File: config.mk
export PLATFORM = sky130hd
export DESIGN_NAME = lattice_coeff_compress_pack_unit_flat
export DESIGN_NICKNAME = d
export VERILOG_FILES = /design/src/sv/lccp_pkg.sv /design/src/sv/lccp_req_if.sv /design/src/sv/lccp_rsp_if.sv /design/src/sv/lccp_front.sv /design/src/sv/lccp_queue.sv /design/src/sv/lccp_back.sv /design/src/sv/lattice_coeff_compress_pack_unit.sv /design/src/flat_wrapper.sv
export VERILOG_INCLUDE_DIRS = /design/src /design/src/sv
export SDC_FILE = /design/constraint.sdc
export NUM_CORES = 1
export LEC_CHECK = 0
export BUFFER_PORTS_ARGS = -buffer_cell sky130_fd_sc_hd__clkbuf_2
export CAP_MARGIN = 25
export CORE_UTILIZATION = 60
export CTS_CLUSTER_DIAMETER = 100
export DETAILED_ROUTE_END_ITERATION = 7
export PLACE_DENSITY = 0.77
export SETUP_SLACK_MARGIN = 0.5
export SKIP_CTS_REPAIR_TIMING = 1
export SLEW_MARGIN = 0
export SYNTH_ARGS = -nofsm -noshare
export SYNTH_HDL_FRONTEND = slang
export SYNTH_SLANG_ARGS = --single-unit
File: constraint.sdc
create_clock -name clock -period 12.83 [get_ports clock]
set_clock_uncertainty 0.05 [all_clocks]
set_input_delay 3.849 -clock clock [delete_from_list [all_inputs] [get_ports clock]]
set_output_delay 3.849 -clock clock [all_outputs]
set_load 0.02 [all_outputs]
File: src/sv/lattice_coeff_compress_pack_unit_macros.svh
// Assertion macros shared by the lattice coefficient compress/pack block.
// Needs signals named clock and reset in the scope where a macro is used.
`ifndef LATTICE_COEFF_COMPRESS_PACK_UNIT_MACROS_SVH
`define LATTICE_COEFF_COMPRESS_PACK_UNIT_MACROS_SVH

// Same-cycle implication, checked outside reset
`define LCCP_ASSERT_NOW(label, ante, cons, msg) \
   label: assert property (@(posedge clock) disable iff (reset) (ante) |-> (cons)) \
      else $error(msg);

// Next-cycle implication, checked outside reset
`define LCCP_ASSERT_NEXT(label, ante, cons, msg) \
   label: assert property (@(posedge clock) disable iff (reset) (ante) |=> (cons)) \
      else $error(msg);

`endif

File: src/sv/lccp_pkg.sv
// Package for the lattice coefficient compress/pack block.
// Holds widths, the modulus constants, the queue entry type and helpers.
`default_nettype none

package lccp_pkg;

   localparam int LCCP_COEF_W       = 13;
   localparam int LCCP_VALUE_W      = 12;
   localparam int LCCP_WIDTH_W      = 4;
   localparam int LCCP_NUM_W        = 24;
   localparam int LCCP_RECIP_W      = 22;
   localparam int LCCP_PROD_W       = LCCP_NUM_W + LCCP_RECIP_W;
   localparam int LCCP_RECIP_SHIFT  = 33;
   localparam int LCCP_ACC_W        = LCCP_VALUE_W + 7;
   localparam int LCCP_QUEUE_DEPTH  = 4;

   localparam logic [LCCP_VALUE_W-1:0] LCCP_Q      = 12'd3329;
   localparam logic [LCCP_VALUE_W-1:0] LCCP_HALF_Q = 12'd1664;
   localparam logic [LCCP_RECIP_W-1:0] LCCP_RECIP  = 22'd2580335;
   localparam logic [LCCP_WIDTH_W-1:0] LCCP_FULL_WIDTH = 4'd12;
   localparam logic [LCCP_WIDTH_W-1:0] LCCP_MIN_WIDTH  = 4'd1;

   // One coefficient after compression, on its way to the packer
   typedef struct packed {
      logic [LCCP_VALUE_W-1:0] value;
      logic                    last;
   } lccp_entry_type;

   // Clamp the raw width register to the supported range
   function automatic logic [LCCP_WIDTH_W-1:0] lccp_eff_width(
      input logic [LCCP_WIDTH_W-1:0] raw
   );
      logic [LCCP_WIDTH_W-1:0] w;
      w = raw;
      if (raw == '0) begin
         w = LCCP_MIN_WIDTH;
      end else if (raw > LCCP_FULL_WIDTH) begin
         w = LCCP_FULL_WIDTH;
      end
      return w;
   endfunction

endpackage

`default_nettype wire

File: src/sv/lccp_req_if.sv
// Input channel: one signed coefficient and its end-of-polynomial flag.
// Depends on lccp_pkg for field widths.
`default_nettype none

interface lccp_req_if import lccp_pkg::*; ();
   logic                          valid;
   logic                          ready;
   logic signed [LCCP_COEF_W-1:0] coefficient;
   logic                          last_coefficient;

   modport source (output valid, output coefficient, output last_coefficient, input ready);
   modport sink   (input valid, input coefficient, input last_coefficient, output ready);
endinterface

`default_nettype wire

File: src/sv/lccp_rsp_if.sv
// Result channel: one packed byte and its end-of-polynomial flag.
// Standalone, no package needed.
`default_nettype none

interface lccp_rsp_if ();
   logic       valid;
   logic       ready;
   logic [7:0] out_byte;
   logic       last_byte;

   modport source (output valid, output out_byte, output last_byte, input ready);
   modport sink   (input valid, input out_byte, input last_byte, output ready);
endinterface

`default_nettype wire

File: src/sv/lccp_front.sv
// Front end: accepts coefficients, reduces them mod q and compresses them.
// Two register stages; feeds lccp_queue. Depends on lccp_pkg, lccp_req_if.
`default_nettype none

module lccp_front import lccp_pkg::*; (
   input  wire logic                    clock,
   input  wire logic                    reset,
   lccp_req_if.sink                     req_chan,
   input  wire logic [LCCP_WIDTH_W-1:0] eff_width,
   input  wire logic                    queue_full,
   output logic                         queue_push,
   output lccp_entry_type               queue_data
);

   logic                      s1_valid_ff, s1_valid_in;
   logic [LCCP_VALUE_W-1:0]   s1_x_ff, s1_x_in;
   logic                      s1_last_ff, s1_last_in;
   logic                      s2_valid_ff, s2_valid_in;
   logic [LCCP_VALUE_W-1:0]   s2_x_ff, s2_x_in;
   logic [LCCP_VALUE_W-1:0]   s2_quo_ff, s2_quo_in;
   logic                      s2_last_ff, s2_last_in;

   logic                      s2_free, s1_move, s1_free, take;
   logic signed [LCCP_COEF_W:0] c_ext, c_add, c_add2, c_sub, q_s;
   logic [LCCP_COEF_W:0]      x_red;
   logic [LCCP_NUM_W-1:0]     num;
   logic [LCCP_PROD_W-1:0]    prod;
   logic [LCCP_VALUE_W-1:0]   value_mask;

   // Stage handshake: each stage moves when the one after it has room
   assign queue_push     = s2_valid_ff && !queue_full;
   assign s2_free        = !s2_valid_ff || !queue_full;
   assign s1_move        = s1_valid_ff && s2_free;
   assign s1_free        = !s1_valid_ff || s2_free;
   assign req_chan.ready = s1_free;
   assign take           = req_chan.valid && s1_free;

   // Reduce the signed coefficient into [0, q)
   always_comb begin
      q_s    = $signed({2'b00, LCCP_Q});
      c_ext  = $signed({req_chan.coefficient[LCCP_COEF_W-1], req_chan.coefficient});
      c_add  = c_ext + q_s;
      c_add2 = c_add + q_s;
      c_sub  = c_ext - q_s;
      if (c_ext < 0) begin
         x_red = (c_add < 0) ? c_add2 : c_add;
      end else begin
         x_red = (c_ext >= q_s) ? c_sub : c_ext;
      end
   end

   // Compress: round(2^d * x / q) through a constant reciprocal multiply
   always_comb begin
      num  = (LCCP_NUM_W'(s1_x_ff) << eff_width) + LCCP_NUM_W'(LCCP_HALF_Q);
      prod = LCCP_PROD_W'(num) * LCCP_PROD_W'(LCCP_RECIP);
   end

   always_comb begin
      s1_valid_in = s1_valid_ff;
      s1_x_in     = s1_x_ff;
      s1_last_in  = s1_last_ff;
      if (take) begin
         s1_valid_in = 1'b1;
         s1_x_in     = x_red[LCCP_VALUE_W-1:0];
         s1_last_in  = req_chan.last_coefficient;
      end else if (s1_move) begin
         s1_valid_in = 1'b0;
      end

      s2_valid_in = s2_valid_ff;
      s2_x_in     = s2_x_ff;
      s2_quo_in   = s2_quo_ff;
      s2_last_in  = s2_last_ff;
      if (s1_move) begin
         s2_valid_in = 1'b1;
         s2_x_in     = s1_x_ff;
         s2_quo_in   = prod[LCCP_RECIP_SHIFT+LCCP_VALUE_W-1:LCCP_RECIP_SHIFT];
         s2_last_in  = s1_last_ff;
      end else if (queue_push) begin
         s2_valid_in = 1'b0;
      end
   end

   // Pick plain pack or compressed value, masked to d bits
   always_comb begin
      value_mask       = ~({LCCP_VALUE_W{1'b1}} << eff_width);
      queue_data.last  = s2_last_ff;
      if (eff_width == LCCP_FULL_WIDTH) begin
         queue_data.value = s2_x_ff;
      end else begin
         queue_data.value = s2_quo_ff & value_mask;
      end
   end

   always_ff @(posedge clock) begin
      if (reset) begin
         s1_valid_ff <= 1'b0;
         s2_valid_ff <= 1'b0;
      end else begin
         s1_valid_ff <= s1_valid_in;
         s2_valid_ff <= s2_valid_in;
      end
      s1_x_ff    <= s1_x_in;
      s1_last_ff <= s1_last_in;
      s2_x_ff    <= s2_x_in;
      s2_quo_ff  <= s2_quo_in;
      s2_last_ff <= s2_last_in;
   end

endmodule

`default_nettype wire

File: src/sv/lccp_queue.sv
// Small FIFO between the compressor front end and the byte packer.
// Depends on lccp_pkg for the entry type.
`default_nettype none

`include "lattice_coeff_compress_pack_unit_macros.svh"

module lccp_queue import lccp_pkg::*; #(
   parameter int DEPTH = LCCP_QUEUE_DEPTH
) (
   input  wire logic     clock,
   input  wire logic     reset,
   input  wire logic     push,
   input  wire lccp_entry_type push_data,
   output logic          full,
   input  wire logic     pop,
   output lccp_entry_type pop_data,
   output logic          empty
);

   localparam int PTR_W = (DEPTH > 1) ? $clog2(DEPTH) : 1;
   localparam int CNT_W = $clog2(DEPTH + 1);

   lccp_entry_type       mem_ff [DEPTH];
   logic [PTR_W-1:0]     wr_ptr_ff, wr_ptr_in;
   logic [PTR_W-1:0]     rd_ptr_ff, rd_ptr_in;
   logic [CNT_W-1:0]     count_ff, count_in;

   assign full     = (count_ff == CNT_W'(DEPTH));
   assign empty    = (count_ff == '0);
   assign pop_data = mem_ff[rd_ptr_ff];

   // Advance pointers with wrap, track fill level
   always_comb begin
      wr_ptr_in = wr_ptr_ff;
      rd_ptr_in = rd_ptr_ff;
      count_in  = count_ff;
      if (push) begin
         wr_ptr_in = (wr_ptr_ff == PTR_W'(DEPTH - 1)) ? '0 : wr_ptr_ff + 1'b1;
      end
      if (pop) begin
         rd_ptr_in = (rd_ptr_ff == PTR_W'(DEPTH - 1)) ? '0 : rd_ptr_ff + 1'b1;
      end
      if (push && !pop) begin
         count_in = count_ff + 1'b1;
      end else if (pop && !push) begin
         count_in = count_ff - 1'b1;
      end
   end

   always_ff @(posedge clock) begin
      if (reset) begin
         wr_ptr_ff <= '0;
         rd_ptr_ff <= '0;
         count_ff  <= '0;
      end else begin
         wr_ptr_ff <= wr_ptr_in;
         rd_ptr_ff <= rd_ptr_in;
         count_ff  <= count_in;
      end
      if (push) begin
         mem_ff[wr_ptr_ff] <= push_data;
      end
   end

   `LCCP_ASSERT_NOW(a_queue_no_overflow, push, !full, "push into full queue")
   `LCCP_ASSERT_NOW(a_queue_no_underflow, pop, !empty, "pop from empty queue")

endmodule

`default_nettype wire

File: src/sv/lccp_back.sv
// Back end: appends d-bit values to the bit accumulator, emits bytes one per
// cycle when not stalled, via an output register. Needs lccp_pkg, lccp_rsp_if.
`default_nettype none

`include "lattice_coeff_compress_pack_unit_macros.svh"

module lccp_back import lccp_pkg::*; (
   input  wire logic                    clock,
   input  wire logic                    reset,
   input  wire logic [LCCP_WIDTH_W-1:0] eff_width,
   input  wire logic                    queue_empty,
   input  wire lccp_entry_type          queue_data,
   output logic                         queue_pop,
   lccp_rsp_if.source                   rsp_chan
);

   logic [6:0]            pend_bits_ff, pend_bits_in;
   logic [2:0]            pend_cnt_ff, pend_cnt_in;
   logic [15:0]           wb_data_ff, wb_data_in;
   logic [1:0]            wb_cnt_ff, wb_cnt_in;
   logic                  wb_last_ff, wb_last_in;
   logic                  out_valid_ff, out_valid_in;
   logic [7:0]            out_byte_ff, out_byte_in;
   logic                  out_last_ff, out_last_in;

   logic [LCCP_ACC_W-1:0] acc, acc_rest;
   logic [4:0]            total;
   logic [1:0]            n_bytes;
   logic                  out_free, move, wb_done;

   // Merge the new value above the pending bits
   always_comb begin
      acc   = LCCP_ACC_W'(pend_bits_ff) | (LCCP_ACC_W'(queue_data.value) << pend_cnt_ff);
      total = 5'(pend_cnt_ff) + 5'(eff_width);
      if (queue_data.last) begin
         n_bytes = (total > 5'd8) ? 2'd2 : 2'd1;
      end else if (total >= 5'd16) begin
         n_bytes = 2'd2;
      end else if (total >= 5'd8) begin
         n_bytes = 2'd1;
      end else begin
         n_bytes = 2'd0;
      end
      acc_rest = acc >> {n_bytes, 3'b000};
   end

   // Byte buffer drains into the output register; refill when it empties
   assign out_free  = !out_valid_ff || rsp_chan.ready;
   assign move      = (wb_cnt_ff != 2'd0) && out_free;
   assign wb_done   = (wb_cnt_ff == 2'd0) || ((wb_cnt_ff == 2'd1) && move);
   assign queue_pop = !queue_empty && wb_done;

   always_comb begin
      pend_bits_in = pend_bits_ff;
      pend_cnt_in  = pend_cnt_ff;
      wb_data_in   = wb_data_ff;
      wb_cnt_in    = wb_cnt_ff;
      wb_last_in   = wb_last_ff;
      if (queue_pop) begin
         wb_data_in = acc[15:0];
         wb_cnt_in  = n_bytes;
         wb_last_in = queue_data.last;
         if (queue_data.last) begin
            pend_bits_in = '0;
            pend_cnt_in  = '0;
         end else begin
            pend_bits_in = acc_rest[6:0];
            pend_cnt_in  = total[2:0];
         end
      end else if (move) begin
         wb_data_in = {8'h00, wb_data_ff[15:8]};
         wb_cnt_in  = wb_cnt_ff - 2'd1;
      end
   end

   // Output register: load a byte, or drop valid once it transfers
   always_comb begin
      out_valid_in = out_valid_ff;
      out_byte_in  = out_byte_ff;
      out_last_in  = out_last_ff;
      if (move) begin
         out_valid_in = 1'b1;
         out_byte_in  = wb_data_ff[7:0];
         out_last_in  = wb_last_ff && (wb_cnt_ff == 2'd1);
      end else if (rsp_chan.ready) begin
         out_valid_in = 1'b0;
      end
   end

   assign rsp_chan.valid     = out_valid_ff;
   assign rsp_chan.out_byte  = out_byte_ff;
   assign rsp_chan.last_byte = out_last_ff;

   always_ff @(posedge clock) begin
      if (reset) begin
         pend_bits_ff <= '0;
         pend_cnt_ff  <= '0;
         wb_cnt_ff    <= '0;
         out_valid_ff <= 1'b0;
      end else begin
         pend_bits_ff <= pend_bits_in;
         pend_cnt_ff  <= pend_cnt_in;
         wb_cnt_ff    <= wb_cnt_in;
         out_valid_ff <= out_valid_in;
      end
      wb_data_ff  <= wb_data_in;
      wb_last_ff  <= wb_last_in;
      out_byte_ff <= out_byte_in;
      out_last_ff <= out_last_in;
   end

   `LCCP_ASSERT_NEXT(a_last_clears_pending, queue_pop && queue_data.last, (pend_cnt_ff == 3'd0) && (pend_bits_ff == 7'd0), "accumulator not cleared after last coefficient")
   `LCCP_ASSERT_NEXT(a_stalled_bytes_kept, (wb_cnt_ff != 2'd0) && !out_free, wb_cnt_ff == $past(wb_cnt_ff), "buffered bytes lost during stall")

endmodule

`default_nettype wire

File: src/sv/lattice_coeff_compress_pack_unit.sv
// Lattice polynomial coefficient compressor and byte packer, encode direction.
// req_chan takes one signed 13-bit coefficient, q = 3329, plus a flag for
// the final coefficient. rsp_chan gives packed bytes, bits filled LSB first,
// with last_byte on the final byte of a polynomial. At the final coefficient
// at most two bytes go out, the last zero-padded; bits past them are dropped.
// csr_write_data sets d, the bits per coefficient (1..12, 12 = plain pack);
// it resets to 12. The user must write it only while the block is idle;
// the block itself does not enforce this. The first byte of a coefficient
// reaches rsp_chan through the reduce stage, multiply stage, queue, byte
// buffer and output register, in that order.
// Throughput: a coefficient enters every cycle while the queue has room; the
// packer pops the next coefficient as the last byte of the one before moves
// into the byte-wide output register, so two-byte coefficients slow it down.
// When rsp_chan stalls the output register holds its byte, the four-entry queue
// fills and req_chan.ready drops; nothing is lost.
// Reset clears the accumulator, all valid state and sets d to 12.
`default_nettype none

module lattice_coeff_compress_pack_unit import lccp_pkg::*; #(
   parameter int QUEUE_DEPTH = LCCP_QUEUE_DEPTH
) (
   input  wire logic                    clock,
   input  wire logic                    reset,
   lccp_req_if.sink                     req_chan,
   lccp_rsp_if.source                   rsp_chan,
   input  wire logic                    csr_write_enable,
   input  wire logic [LCCP_WIDTH_W-1:0] csr_write_data
);

   logic [LCCP_WIDTH_W-1:0] csr_bit_width_ff, csr_bit_width_in;
   logic [LCCP_WIDTH_W-1:0] eff_width;
   logic                    queue_push, queue_full, queue_pop, queue_empty;
   lccp_entry_type          push_data, pop_data;

   // Width register
   always_comb begin
      csr_bit_width_in = csr_write_enable ? csr_write_data : csr_bit_width_ff;
   end

   always_ff @(posedge clock) begin
      if (reset) begin
         csr_bit_width_ff <= LCCP_FULL_WIDTH;
      end else begin
         csr_bit_width_ff <= csr_bit_width_in;
      end
   end

   assign eff_width = lccp_eff_width(csr_bit_width_ff);

   lccp_front u_front (
      .clock      (clock),
      .reset      (reset),
      .req_chan   (req_chan),
      .eff_width  (eff_width),
      .queue_full (queue_full),
      .queue_push (queue_push),
      .queue_data (push_data)
   );

   lccp_queue #(
      .DEPTH (QUEUE_DEPTH)
   ) u_queue (
      .clock     (clock),
      .reset     (reset),
      .push      (queue_push),
      .push_data (push_data),
      .full      (queue_full),
      .pop       (queue_pop),
      .pop_data  (pop_data),
      .empty     (queue_empty)
   );

   lccp_back u_back (
      .clock       (clock),
      .reset       (reset),
      .eff_width   (eff_width),
      .queue_empty (queue_empty),
      .queue_data  (pop_data),
      .queue_pop   (queue_pop),
      .rsp_chan    (rsp_chan)
   );

endmodule

`default_nettype wire

File: src/flat_wrapper.sv
// flat-port wrapper written by rule: the top's interface ports become plain ports
module lattice_coeff_compress_pack_unit_flat import lccp_pkg::*;
#(
   parameter int QUEUE_DEPTH = LCCP_QUEUE_DEPTH
)
  (clock, reset, csr_write_enable, csr_write_data, req_chan_valid, req_chan_coefficient, req_chan_last_coefficient, req_chan_ready, rsp_chan_valid, rsp_chan_out_byte, rsp_chan_last_byte, rsp_chan_ready);
  lccp_req_if req_chan_i ();
  lccp_rsp_if rsp_chan_i ();
  input  wire logic clock;
  input  wire logic reset;
  input  wire logic csr_write_enable;
  input  wire logic [LCCP_WIDTH_W-1:0] csr_write_data;
  input wire logic [$bits(req_chan_i.valid)-1:0] req_chan_valid;
  input wire logic [$bits(req_chan_i.coefficient)-1:0] req_chan_coefficient;
  input wire logic [$bits(req_chan_i.last_coefficient)-1:0] req_chan_last_coefficient;
  output wire logic [$bits(req_chan_i.ready)-1:0] req_chan_ready;
  output wire logic [$bits(rsp_chan_i.valid)-1:0] rsp_chan_valid;
  output wire logic [$bits(rsp_chan_i.out_byte)-1:0] rsp_chan_out_byte;
  output wire logic [$bits(rsp_chan_i.last_byte)-1:0] rsp_chan_last_byte;
  input wire logic [$bits(rsp_chan_i.ready)-1:0] rsp_chan_ready;
  assign req_chan_i.valid = req_chan_valid;
  assign req_chan_i.coefficient = req_chan_coefficient;
  assign req_chan_i.last_coefficient = req_chan_last_coefficient;
  assign req_chan_ready = req_chan_i.ready;
  assign rsp_chan_valid = rsp_chan_i.valid;
  assign rsp_chan_out_byte = rsp_chan_i.out_byte;
  assign rsp_chan_last_byte = rsp_chan_i.last_byte;
  assign rsp_chan_i.ready = rsp_chan_ready;
  lattice_coeff_compress_pack_unit #(.QUEUE_DEPTH(QUEUE_DEPTH)) u_core (.clock(clock), .reset(reset), .req_chan(req_chan_i), .rsp_chan(rsp_chan_i), .csr_write_enable(csr_write_enable), .csr_write_data(csr_write_data));
endmodule
## After elaboration in Yosys (flattened, before gate mapping)

Memory sizes are Yosys's and may differ from the RTL's. A register that Yosys moved wholly into a read port is not among the register bits.
Index checks and enable logic that the tools add are counted.

| word-level totals | value |
|---|---|
| output and inout bits | 11 |
| bits of input ports | 23 |
| logic and storage cells | 109 |
| bits in writable memories | 52 |
| flip-flop bits (word level) | 90 |
| memories | 1 |

Memories:

| memory | words | width | read ports | clocked after Yosys merged registers in | wr ports | RTL line | RTL |
|---|---|---|---|---|---|---|---|
| u_core.u_queue.mem_ff | 4 | 13 | 1 | 1 | 1 | lccp_queue.sv:23 | `lccp_entry_type mem_ff [DEPTH];` |

| operators by class | value |
|---|---|
| $add $sub $neg | 10 |
| equality and inequality tests | 5 |
| reduce and logical (&&, ||, !) cells | 29 |
| mux-type cells | 30 |
| $lt $le $gt $ge | 7 |
| $mul | 1 |
| shift-type cells | 4 |
| bitwise operators | 3 |

Operator list:

| kind | number |
|---|---|
| 12-bit 2-to-1 mux | 4 |
| 24-bit by 22-bit multiplier with 45-bit output (second input constant) | 1 |
| 16-bit 2-to-1 mux | 2 |
| 24-bit by 11-bit adder with 24-bit output (second input constant) | 1 |
| 12-bit by 4-bit << shifter with 24-bit output | 1 |
| 7-bit by 19-bit bitwise OR with 19-bit output | 1 |
| 12-bit by 3-bit << shifter with 19-bit output | 1 |
| 19-bit by 5-bit right shift with 7-bit output | 1 |
| 2-bit 2-to-1 mux | 9 |
| 13-bit by 13-bit adder with 14-bit output (second input constant) | 1 |
| 14-bit by 1-bit < comparator with 1-bit output (second input constant) | 1 |
| 13-bit greater-or-equal comparator (second input constant) | 1 |
| 13-bit by 1-bit < comparator with 1-bit output (second input constant) | 1 |
| 12-bit by 11-bit adder with 12-bit output (second input constant) | 1 |
| 12-bit bitwise AND | 1 |
| 12-bit inverter | 1 |
| 2-bit nonzero test | 6 |
| 12-bit by 4-bit << shifter with 12-bit output (first input constant) | 1 |
| 12-bit by 11-bit subtractor with 12-bit output (second input constant) | 1 |
| 1-bit logical AND | 9 |
| 1-bit 2-to-1 mux | 9 |
| 3-bit 2-to-1 mux | 3 |
| 4-bit 2-to-1 mux | 2 |
| 1-bit logical NOT | 7 |
| other kinds (18) | 23 |

## Longest topological paths before layout

| logic depth | value |
|---|---|
| depth after elaboration | 10 |
| gate-level depth with buffers | 39 |
| depth with buffers taken out | 37 |

## Hierarchy

A second synthesis with hierarchy kept.

| unflattened totals | value |
|---|---|
| cell total of the unflattened synthesis | 1,712 |
| area total of the unflattened synthesis | 18,311.3 um^2 |

By module, submodules not included:

| module | instances | cells each | area each (um^2) | sequential area each (um^2) |
|---|---|---|---|---|
| lccp_front | 1 | 1,349 | 13,421.6 | 1,181.1 |
| lccp_back | 1 | 235 | 2,397.3 | 1,041.0 |
| lccp_queue | 1 | 111 | 2,322.2 | 1,741.7 |
| lattice_coeff_compress_pack_unit | 1 | 17 | 170.2 | 80.1 |

## Worst setup path before layout

Ideal clock, no wire load.

| path | value |
|---|---|
| kind | reg2reg |
| start | reg u_core.csr_bit_width_ff[0] |
| end | reg u_core.u_front.s2_quo_ff[10] (data pin) |
| required time | 12,522 ps |
| cell stages (with the launch flop) | 35 |
| buffers on the path | 1 |
| data arrival time | 9,244 ps |
| slack | 3,278 ps |
| cells stage by stage | dfxtp_1 > buf_4 > o21ba_4 > a21o_4 > mux4_2 > o21ai_0 > inv_1 > ha_1 > o211ai_4 > nand2b_1 > xor2_1 > inv_1 > fa_1 > inv_1 > fa_1 > inv_1 > fa_1 > inv_1 > fa_1 > inv_1 > fa_1 > inv_1 > fa_1 > inv_1 > fa_1 > inv_1 > ha_1 > nand4_1 > a2111oi_0 > o211ai_1 > and4_1 > o211ai_1 > a211o_1 > a21oi_1 > xnor2_1 |

| on the way | value |
|---|---|
| cells in the longest elaborated chain, start to end | 6 |
| elaborated cells between the ends (all ways) | 7 |
| those cells by class | add/sub (1); mul (1); order compare (1); shift (1); mux (2); reduce/logical (1) |

RTL lines:

| what | RTL line | RTL |
|---|---|---|
| start: declaration | lattice_coeff_compress_pack_unit.sv:30 | `logic [LCCP_WIDTH_W-1:0] csr_bit_width_ff, csr_bit_width_in;` |
| start signal: assignment | lattice_coeff_compress_pack_unit.sv:44 | `csr_bit_width_ff <= csr_bit_width_in;` |
| 4-bit > comparator | lccp_pkg.sv:37 | `end else if (raw > LCCP_FULL_WIDTH) begin` |
| 4-bit 2-to-1 mux | lccp_pkg.sv:37 |  |
| 4-bit 2-to-1 mux (*) | lccp_pkg.sv:35 | `if (raw == '0) begin` |
| 12-bit by 4-bit << shifter with 24-bit output (*) | lccp_front.sv:54 | `num = (LCCP_NUM_W'(s1_x_ff) << eff_width) + LCCP_NUM_W'(LCCP_HALF_Q);` |
| 24-bit by 11-bit adder with 24-bit output (*) | lccp_front.sv:54 |  |
| 24-bit by 22-bit multiplier with 45-bit output (*) | lccp_front.sv:55 | `prod = LCCP_PROD_W'(num) * LCCP_PROD_W'(LCCP_RECIP);` |
| via u_core.u_front.prod[43] | lccp_front.sv:27 | `logic [LCCP_PROD_W-1:0] prod;` |
| end signal: assignment | lccp_front.sv:106 | `s2_quo_ff <= s2_quo_in;` |
| end: declaration | lccp_front.sv:20 | `logic [LCCP_VALUE_W-1:0] s2_quo_ff, s2_quo_in;` |

The timed path passes the listed nets; every way through them passes the cells marked *.
A chain may end at the register's enable or synchronous reset.

## Worst setup path in the final report

| path | value |
|---|---|
| start | reg u_core.csr_bit_width_ff[2] |
| end | reg u_core.u_front.s2_quo_ff[10] (data pin) |

Same word-level chain as after synthesis.

==> qor.csv <==
metric;value;unit
fin_setup_tns;0;ns
diodes;0;
cp.arrival;11.46;ns
die_h;174;um
drtPass1Iterations;5;
dieWidth;174;um
syn_inst;1690;
ys_warn_count;0;
cts_buffers;17;
synthesis.area;17700;um^2
worst-path-max-fanout;23;
ys_seq_elements;143;
crit_type;flip-flop to flip-flop;
max_freq;88.3;MHz
routed_wl;40700;um
clkSlewWorstSetupHoldPaths;0.06;ns
drv_slew;0;
io_pins;34;
post-dp-hpwl;33900;um
clk_latency;0.43;ns
end_kind;flip-flop;
async_flop_share;0;%
avgSynthCellArea;10.5;um^2
grt_antenna_before_repair;0;
grt_max_degree;42;
num_vias;12000;
grtUsageTotal;29.1;%
dieArea;30100;um^2
start_kind;flip-flop;
instances_no_fill;2112;
clock_sinks;143;
min_path_type;flip-flop to flip-flop;
overflow;0;
ant_nets;0;
crit_buf_inv;11;
fin_crit;11.33;ns
synth_seq_area_share;22.7;%
grt_pass1_wl;67200;um
crit_path_top_delay_cell;a2111oi_1;
cts_tree;yes;
core-area;28900;um^2
finalSetupViolCount;0;
max_slew_margin;32.5;%
gp_routability_congestion;0.973;
viasPerCell;5.66;
worstMarginPinSlew;1.01;ns
final_cell_mix;inv_1 (418), fa_1 (242), ha_1 (218);
nNetsFinal;2198;
io_buffers;33;
drt_iter0_drc;904;
rsz0062_at_grt;false;
cts_max_level;4;
crit_top_cell;inv_1;
slowest_delay;0.88;ns
crit_family;adder cells;
clock_path_buffers;2;
cp.required;12.96;ns
rows;62;
final_common_cell;inv_1;
yosysUniqueCellTypes;75;
dp_cells;2079;
drive_gt1_share;7.64;%
synth-edff-count;115;
synth_flop_cell;edfxtp_1;
grt_pass1_vias;12500;
routedWlPerCell;19.3;um
drcViolationCount;0;
hold_viol_final;0;
initial_utilization;61.2;%
status;finished clean;
synthToLayoutAreaGrowth;6.58;%
drv_cap;0;
cts_root_buf;clkbuf_16;
fin_crit_sh;88.3;%
==> Yosys cell counts (20+ instances only) <==
library cell  instances  share of area, %
edfxtp_1            115                20
fa_1                242                27
nand3_1              21              0.60
mux2i_1              38               2.2
dfxtp_1              28               3.2
nor2_1               93               2.0
xnor2_1              41               2.0
nand2_1              74               1.6
clkbuf_1             30              0.64
a21oi_1              54               1.5
mux4_2               20               2.6
o21ai_0              45               1.3
ha_1                218                15
inv_1               418               8.9
==> sequential cells by signal (all words and copies together), names as in the netlist, named ones only <==
name / cells
u_core.u_back.rsp_chan.out_byte: 8
u_core.u_back.rsp_chan.last_byte: 1
u_core.u_front.s2_quo_ff: 11
u_core.u_front.s2_last_ff: 1
u_core.u_front.s1_x_ff: 12
u_core.u_queue.rd_ptr_ff: 2
u_core.u_back.wb_last_ff: 1
u_core.u_queue.mem_ff: 52
u_core.u_queue.wr_ptr_ff: 2
u_core.csr_bit_width_ff: 4
u_core.u_back.wb_data_ff: 16
u_core.u_back.wb_cnt_ff: 2
u_core.u_front.s2_x_ff: 12
u_core.u_back.pend_cnt_ff: 3
u_core.u_back.pend_bits_ff: 7
u_core.u_queue.count_ff: 3
u_core.u_front.s2_valid_ff: 1
u_core.u_front.s1_last_ff: 1
u_core.u_back.rsp_chan.valid: 1
u_core.u_front.s1_valid_ff: 1
==> area by class of cell <==
class | count | area [um^2]
Multi-Input combinational cell | 1088 | 11900
Fill cell | 2298 | 10000
Sequential cell | 143 | 4010
Inverter | 421 | 1580
Clock buffer | 22 | 510
Tap cell | 384 | 480
Timing Repair Buffer | 44 | 254
Clock inverter | 10 | 71.3
==> final timing paths <==
path                                                   to                                    start  slack [ns]  cells after the start
max                u_core.u_front.s2_quo_ff[10]$_DFFE_PP_  u_core.csr_bit_width_ff[2]$_SDFFE_PP1P_        1.50                     35
min          u_core.u_back.rsp_chan.out_byte[7]$_DFFE_PP_    u_core.u_back.wb_data_ff[7]$_DFFE_PP_        0.37                      0
max reg2reg        u_core.u_front.s2_quo_ff[10]$_DFFE_PP_  u_core.csr_bit_width_ff[2]$_SDFFE_PP1P_        1.50                     35
min reg2reg  u_core.u_back.rsp_chan.out_byte[7]$_DFFE_PP_    u_core.u_back.wb_data_ff[7]$_DFFE_PP_        0.37                      0
==> worst reg2reg max path, delay by kind of cell, from the launching register on <==
family                     cells  cell delay (ns)
and+or+nand+nor                3             0.62
muxes                          1             0.58
xor gates and xnor gates       2             0.66
buffers and inverters         11             1.34
AOI/OAI and AO/OA              9             2.72
DFF                            1             0.77
adders and majority gates      9             4.34
==> logic make-up after synthesis <==
kind of cell | after synthesis | synth area share [%]
multiplexers | 72 | 5.60
AO/OA/AOI/OAI | 214 | 8.41
flip-flops | 143 | 22.7
AND/OR/NAND/NOR | 270 | 7.01
adder cells (fa/ha/maj) | 462 | 43.0
other | 1 | 0.0212
buffers and inverters | 466 | 9.99
XOR/XNOR | 62 | 3.27
==> stage by stage <==
step	utilization (%)	hold WS, ns	setup WS [ns]	instance area [um^2]
2_1_floorplan	-	0.350	3.28	17700
3_3_place_gp	63.2	0.351	1.93	18200
3_5_place_dp	63.2	0.356	1.69	18200
4_1_cts	65.2	0.370	1.70	18800
5_1_grt	65.2	0.373	0.965	18800
6_report	65.2	0.368	1.50	18800
==> layer usage <==
layer	GRT usage, %	up-vias	share of wire, %
met5	0	-	0
met4	8.99	0	2.7
met3	5.44	72	6.6
met2	47.0	383	48
met1	40.0	5966	43
li1	-	5530	-
Power is not shown: default switching activity piles up to over one toggle a cycle in this logic, so the estimate is an artifact.
